## src/hw/rtl/vgb_pkg.sv

```systemverilog
// ============================================================================
// vgb_pkg
// Types, constants and shared definitions of the volume blur block.
// ============================================================================
package vgb_pkg;

    localparam logic [16:0] Q16_ONE   = 17'h10000;

    // voxel width, fixed by the payload fields
    localparam int VOXEL_BITS = 8;

    // register indexes
    localparam logic [2:0] REG_SIZE_X   = 3'd0;
    localparam logic [2:0] REG_SIZE_Y   = 3'd1;
    localparam logic [2:0] REG_SIZE_Z   = 3'd2;
    localparam logic [2:0] REG_RADIUS   = 3'd3;
    localparam logic [2:0] REG_W_ONE    = 3'd4;
    localparam logic [2:0] REG_W_TWO    = 3'd5;
    localparam logic [2:0] REG_W_THREE  = 3'd6;

    localparam logic CMD_LOAD   = 1'b0;
    localparam logic CMD_FILTER = 1'b1;

    typedef struct packed {
        logic       command;
        logic [4:0] pos_x;
        logic [4:0] pos_y;
        logic [4:0] pos_z;
        logic [7:0] voxel_in;
    } vgb_in_t;

    typedef struct packed {
        logic [4:0] out_x;
        logic [4:0] out_y;
        logic [4:0] out_z;
        logic [7:0] blurred;
    } vgb_out_t;

    typedef enum logic [2:0] {
        ST_IDLE,
        ST_START,
        ST_SCAN,
        ST_DRAIN,
        ST_DIVIDE,
        ST_OUTPUT
    } vgb_state_t;

    // controller to datapath
    typedef struct packed {
        logic capture;   // latch the input item
        logic load;      // write the latched voxel
        logic init;      // clear sums, set offsets to minus radius
        logic step;      // issue one neighbour and advance offsets
        logic div_start; // start the divider
        logic out_load;  // move the quotient into the output register
    } vgb_cmd_t;

    // datapath to controller
    typedef struct packed {
        logic scan_last;  // current offset is the last one of the cube
        logic pipe_empty; // no neighbour still in flight
        logic div_done;
    } vgb_stat_t;

endpackage

```

## src/hw/rtl/vgb_ctrl.sv

```systemverilog
// ============================================================================
// vgb_ctrl
// Sequencer of the volume blur: load, neighbour scan, divide, output.
// ============================================================================
module vgb_ctrl
    import vgb_pkg::*;
(
    input  logic      clk,
    input  logic      rst_n,
    input  logic      in_valid,
    input  logic      in_command,
    output logic      in_stall,
    input  logic      out_busy,
    output vgb_cmd_t  cmd,
    input  vgb_stat_t stat
);

    vgb_state_t state_reg, state_next;

    // state register
    always_ff @(posedge clk or negedge rst_n)
    begin
        if (!rst_n)
        begin
            state_reg <= ST_IDLE;
        end
        else
        begin
            state_reg <= state_next;
        end
    end

    // next state and commands
    always_comb
    begin
        state_next = state_reg;
        cmd        = '0;
        in_stall   = 1'b1;
        case (state_reg)
            ST_IDLE:
            begin
                in_stall = 1'b0;
                if (in_valid)
                begin
                    cmd.capture = 1'b1;
                    if (in_command == CMD_FILTER)
                    begin
                        state_next = ST_START;
                    end
                    else
                    begin
                        cmd.load = 1'b1;
                    end
                end
            end
            ST_START:
            begin
                cmd.init   = 1'b1;
                state_next = ST_SCAN;
            end
            ST_SCAN:
            begin
                cmd.step = 1'b1;
                if (stat.scan_last)
                begin
                    state_next = ST_DRAIN;
                end
            end
            ST_DRAIN:
            begin
                if (stat.pipe_empty)
                begin
                    cmd.div_start = 1'b1;
                    state_next    = ST_DIVIDE;
                end
            end
            ST_DIVIDE:
            begin
                if (stat.div_done)
                begin
                    state_next = ST_OUTPUT;
                end
            end
            ST_OUTPUT:
            begin
                if (!out_busy)
                begin
                    cmd.out_load = 1'b1;
                    state_next   = ST_IDLE;
                end
            end
            default:
            begin
                state_next = ST_IDLE;
            end
        endcase
    end

endmodule

```

## config.mk

```make
export PLATFORM = sky130hd
export DESIGN_NAME = vgb_ctrl
export DESIGN_NICKNAME = d
export VERILOG_FILES = /design/src/hw/rtl/vgb_pkg.sv /design/src/hw/rtl/vgb_ctrl.sv
export SDC_FILE = /design/constraint.sdc
export NUM_CORES = 1
export LEC_CHECK = 0
export ABC_AREA = 1
export BUFFER_PORTS_ARGS = -buffer_cell sky130_fd_sc_hd__buf_2
export CORE_AREA = 3 3 40 42
export CTS_CLUSTER_SIZE = 25
export DETAILED_ROUTE_END_ITERATION = 8
export DIE_AREA = 0 0 43 45
export PLACE_DENSITY_LB_ADDON = 0.12
export SLEW_MARGIN = 25
export SYNTH_ARGS = -nofsm -noshare
export SYNTH_HDL_FRONTEND = slang
export SYNTH_SLANG_ARGS = --single-unit
```

## constraint.sdc

```tcl
create_clock -name clk -period 1.71 [get_ports clk]
set_input_delay 0.0855 -clock clk [delete_from_list [all_inputs] [get_ports clk]]
set_output_delay 0.0855 -clock clk [all_outputs]
set_load 0.1 [all_outputs]
```

Yosys cells after proc, flatten, opt, wreduce, memory -nomap -nowiden
Index checks and enable logic that the tools add are counted.
- equality and inequality tests: 11
- mux-type cells: 17
- reduce and logical (&&, ||, !) cells: 2
- operator list (operator ; count):
    $mux W3 ; 6
    $pmux W3 S6 ; 1
    $ne A2 B2 Y1 const B ; 6
    $mux W1 ; 8
    $eq A3 B2 Y1 const B ; 2
    $eq A3 B3 Y1 const B ; 2
    $reduce_and A6 Y1 ; 1
    $mux W2 ; 2
    $eq A3 B1 Y1 const B ; 1
    $logic_not A3 Y1 ; 1
- register bits after elaboration: 3
- input bits: 8
- output and inout port bits: 7
- word-level logic and storage cells: 31

Logic depth before layout (Yosys ltp)
Gate-level depths: netlist of the first run.
- depth after elaboration: 3
- gate-level depth with buffers: 7
- depth with buffers taken out: 7

Least setup slack after synthesis of the first run
Ideal clock, no wire load.
- kind: reg2out
- start: register state_reg[0]
- end: output cmd[4] in the netlist's numbering
- arrival: 3.469 ns
- required time: 1.624 ns
- path slack: -1.844 ns
- cell stages (with the launch flop): 4
- buffers on the path: 0
- cell sequence: dfrtp_1 > nor2_2 > nand2_1 > nor3_1
- RTL lines (what ; line ; source):
    start: declaration ; vgb_ctrl.sv:18 ; vgb_state_t state_reg, state_next;
    start signal: assignment ; vgb_ctrl.sv:29 ; state_reg <= state_next;
    end: declaration ; vgb_ctrl.sv:14 ; output vgb_cmd_t cmd,

==> impl_metrics.yaml, run 1 <==
timing:
  rsz0062_at_grt: "no"
  fin_crit_ns: 1.59
  worst_pin_slew_ns: 0.485
  slew_viol_final: 0
  fmax_mhz: 628
  layout_worst_path_cycle_share: 0.932
  hold_violations: 0
  max-slew-margin-rel: 0.679
  fin_skew_ns: 0.00674
  setup_viol_count_final: 0
route:
  detail-route-antenna-nets: 0
  vias: 351
  firstDrtPassIters: 4
  wl_per_cell_um: 9.71
  drc: 0
  vias_per_cell: 4.28
  drt_wl_total_um: 796
  first_iter_violations: 11
floorplan:
  fp.dieArea_mm2: 0.00194
  core_area_mm2: 0.00128
  start_util: 0.233
  die_x_um: 43
  die_h_um: 45
  io-pin-count: 15
  std_cell_rows: 13
clock_tree:
  insertion_delay_ns: 0.24
  h-tree-depth: 1
  cts_sinks: 3
  cts_made_buffers: 3
  cts_buffer_depth: 2
  clk_pin_slew_worst_paths_ns: 0.05
  cts_root_buffer: "clkbuf_4"
  cts_setup_buffers: 0
  cts_tree: "yes"
critical_path:
  crit_arrival_ns: 1.51
  rrSetupSlack_ns: 0.40
  reg2reg_to: "state_reg[0]$_DFFE_PN0P_"
  worst-path-max-fanout: 9
  cp-end-kind: "primary output"
  crit-reg2reg-launch: "state_reg[1]$_DFFE_PN0P_"
  crit_path_start_kind: "register"
  critPathKind: "register to primary output"
  critPathRequiredTime_ns: 1.62
  startpoint: "state_reg[2]$_DFFE_PN0P_"
  endpoint: "cmd[2]"
  r2r_cells: 6
finish:
  largest_reg_flops: 3
  final_area_um2: 488
  instances_no_fill: 82
  syn2layout_area_growth_pct: 63.2
  fillCellCount: 144
  diodes: 0
  drive_gt1_frac: 0.433
  num-nets-final: 76
global_route:
  grt_max_degree: 10
  grt_pass1_wl_um: 1350
  grtUsageTotal: 0.0984
  overflow: 0
  grt_pass1_vias: 348
  antenna_found_initial: 0
yosys:
  synth_top_family_by_area: "simple AND/OR/NAND/NOR gates"
  synth_mux_area_frac: 0
  synth-compound-area-share: 0.0418
  synthSimpleGateAreaFrac: 0.544
  synth_cell_types: 17
  synthAdderAreaFrac: 0
  syn_inst: 49
  synthXorXnorAreaFrac: 0
  ys_ff_latch: 3
  synth.avg_cell_area_um2: 6.10
  syn-num-nets: 57
  yosysSeqAreaShare: 0.251
  synth_warnings: 0
  syn_area_um2: 299
place:
  io_buffer_count: 14
  dp_cells: 77
  hpwlAfterDp_um: 648
  gp_congestion: 0.767
  dpl_cell_area_um2: 447
worst_hold_path:
  hold_path.class: "primary input to async pin"
run_status:
  status: "finished, final reports clean"
job:
  drv_cap: 0
==> worst min path at each step <==
stage	depth (start not counted)	slack, ns	endpoint
after detailed placement	1	-0.11	state_reg[1]$_DFFE_PN0P_
after global routing	2	0.19	state_reg[1]$_DFFE_PN0P_
after CTS	2	0.17	state_reg[1]$_DFFE_PN0P_
after global placement	1	-0.11	state_reg[2]$_DFFE_PN0P_
after floorplan	0	-0.21	state_reg[0]$_DFFE_PN0P_
final	2	0.17	state_reg[1]$_DFFE_PN0P_
==> cells in the mapped netlist, drive strengths merged <==
cell type	instances	area [um2]
buf	1	7.51
nand2	12	47.6
nand3b	1	7.51
nor2	6	30.0
o21bai	1	7.51
nand4	2	18.8
a21oi	1	5.00
inv	11	41.3
nand3	7	35.0
dfrtp	3	75.1
nor3b	1	7.51
and2	1	6.26
nor3	2	10.0
==> timing repair <==
action                                  CTS  global route
endpoints found under the setup margin    0             2
hold buffers                              1             0
hold endpoints to repair                  3             0
resized for setup                         0             2
==> critical path: stages (launching register included) <==
cell	delay (ns)
dfrtp_1	0.49
inv_1	0.20
nand3_1	0.10
inv_1	0.06
buf_2	0.41
==> logic make-up after synthesis <==
family | Yosys count
buffers and inverters | 12
flip-flops | 3
AND/OR/NAND/NOR | 32
AO/OA/AOI/OAI | 2
==> metal layers <==
| layer | vias to the layer above | global-route usage | part of all wire |
|---|---|---|---|
| li1 | 191 | - | - |
| met1 | 148 | 0.114 | 0.45 |
| met2 | 12 | 0.144 | 0.48 |
| met3 | 0 | 0.0319 | 0.072 |
| met4 | 0 | 0.0904 | 0 |
| met5 | - | 0 | 0 |
==> final cells by class <==
cell class	instances	area (um2)	area share
clock buffers	4	26.3	0.0538
inverters	11	41.3	0.0846
multi-input cells	34	211	0.433
flip-flops and latches	3	75.1	0.154
well taps	15	18.8	0.0385
repair buffers	15	115	0.236
==> per-stage QoR <==
stage	hold slack (ns)	setup TNS, ns	util	worst slack, ns
after global routing	0.185	0	0.380	0.0132
after CTS	0.167	0	0.376	0.0727
final	0.166	0	0.380	0.117
after detailed placement	-0.112	0	0.348	0.345
after floorplan	-0.210	-0.220	-	-0.142
after global placement	-0.114	0	0.348	0.315
==> placed cells by master, fill, tap and decap left out <==
cell type,netlist,layout
a21oi_1,1,1
inv_2,1,1
nor3_2,0,1
nand3_1,7,7
nor3b_1,1,1
clkbuf_1,0,1
nand2_1,11,10
nand2_4,0,1
buf_12,0,2
nor3_4,0,1
buf_2,0,10
nand4_2,1,1
dfrtp_1,3,3
nand4_1,1,1
o21bai_1,1,1
nand2_2,1,1
inv_1,10,10
nand3b_1,1,1
dlygate4sd3_1,0,1
clkbuf_4,0,5
nor2_2,3,5
nor2_4,0,1
and2_1,1,1
Power of run 1 is not shown: default switching activity piles up to over one toggle a cycle in this logic, so the estimate is an artifact.
==> run 2: changes to the inputs <==
CTS_BUF_LIST = sky130_fd_sc_hd__clkbuf_2 sky130_fd_sc_hd__clkbuf_4 sky130_fd_sc_hd__clkbuf_8   (was not set)
==> impl_metrics.yaml, run 2 (synthesis gave the netlist of run 1 again) <==
run_status:
  status: "finished, final reports clean"
clock_tree:
  clk_pin_slew_worst_paths_ns: 0.04
  cts_root_buffer: "clkbuf_4"
  h-tree-depth: 1
  cts_made_buffers: 3
  cts_sinks: 3
  insertion_delay_ns: 0.24
  cts_tree: "yes"
  cts_buffer_depth: 2
critical_path:
  critPathKind: "register to primary output"
  crit_path_start_kind: "register"
  cpPeakStageDelay_ns: 0.48
  worst-path-max-fanout: 9
  cp-end-kind: "primary output"
  cp_common_cell: "inv_1"
  critPathRequiredTime_ns: 1.62
  cpMaxStageDelayCell: "dfrtp_1"
  crit_arrival_ns: 1.49
  worstPathCellList: "inv_1, nand3_1, inv_1, buf_2"
floorplan:
  die_h_um: 45
  std_cell_rows: 13
  io-pin-count: 15
  start_util: 0.233
  core_area_mm2: 0.00128
  fp.dieArea_mm2: 0.00194
  die_x_um: 43
timing:
  hold_violations: 0
  fin_skew_ns: 0.00640
  holdWs_ns: 0.174
  setup_viol_count_final: 0
  fin_crit_ns: 1.58
  tns_ns: 0
  max-slew-margin-rel: 0.679
  worst_pin_slew_ns: 0.485
  slew_viol_final: 0
  rsz0062_at_grt: "no"
  layout_worst_path_cycle_share: 0.924
  fmax_mhz: 633
global_route:
  grtUsageTotal: 0.0991
  grt_max_degree: 10
  antenna_found_initial: 0
  grt_pass1_wl_um: 1370
  grt_pass1_vias: 352
  overflow: 0
route:
  drc: 0
  drt_wl_total_um: 775
  detail-route-antenna-nets: 0
  vias: 349
  firstDrtPassIters: 4
  wl_per_cell_um: 9.45
  first_iter_violations: 3
  vias_per_cell: 4.26
place:
  io_buffer_count: 14
  dpl_cell_area_um2: 447
  gp_congestion: 0.767
  dp_cells: 77
  hpwlAfterDp_um: 648
finish:
  largest_reg_flops: 3
  final_area_um2: 492
  final_cell_mix: "10 x inv_1, 10 x nand2_1, 10 x buf_2"
  diodes: 0
  drive_gt1_frac: 0.448
  instances_no_fill: 82
  num-nets-final: 76
  syn2layout_area_growth_pct: 64.4
worst_hold_path:
  hold_path.class: "primary input to async pin"
job:
  drv_cap: 0
run 2: per-stage QoR:
stage	utilization	setup slack [ns]
2_1_floorplan	-	-0.142
3_3_place_gp	0.348	0.315
3_5_place_dp	0.348	0.345
4_1_cts	0.379	0.0717
5_1_grt	0.383	0.0132
6_report	0.383	0.130
run 2: timing repair:
| action | in CTS | in global routing |
|---|---|---|
| hold endpoints to repair | 3 | 0 |
| buffers inserted | 0 | 0 |
| hold buffers | 1 | 0 |
| resized for setup | 0 | 2 |
| endpoints found under the setup margin | 0 | 2 |
run 2: final cells by class:
cell class | count | area (um2)
sequential | 3 | 75.1
fill | 141 | 793
clock buffer | 4 | 30.0
inverter | 11 | 41.3
timing repair buffer | 15 | 115
multi-input combinational | 34 | 211
tap | 15 | 18.8
run 2: metal layers:
metal,track usage,vias up,part of all wire
met5,0,-,0
met4,0.0904,0,0
met3,0.0319,0,0.074
met2,0.147,12,0.48
met1,0.113,147,0.45
li1,-,190,-
run 2: worst paths after layout:
check | startpoint | end | slack [ns] | cells past startpoint
setup / recovery | state_reg[2]$_DFFE_PN0P_ | cmd[2] | 0.13 | 4
hold / removal | rst_n | state_reg[1]$_DFFE_PN0P_ | 0.17 | 2
setup reg to reg | state_reg[1]$_DFFE_PN0P_ | state_reg[0]$_DFFE_PN0P_ | 0.41 | 6
hold reg to reg | state_reg[0]$_DFFE_PN0P_ | state_reg[0]$_DFFE_PN0P_ | 0.70 | 3
max in group asynchronous | rst_n | state_reg[0]$_DFFE_PN0P_ | 1.42 | 2
min in group clk | stat[0] | state_reg[2]$_DFFE_PN0P_ | 0.22 | 5
run 2: critical path, delay by kind of cell, from the launching register on:
family | cells | cell delay, ns
buffers and inverters | 3 | 0.67
DFF | 1 | 0.48
and+or+nand+nor | 1 | 0.10
Power of run 2 is left out for the same reason.
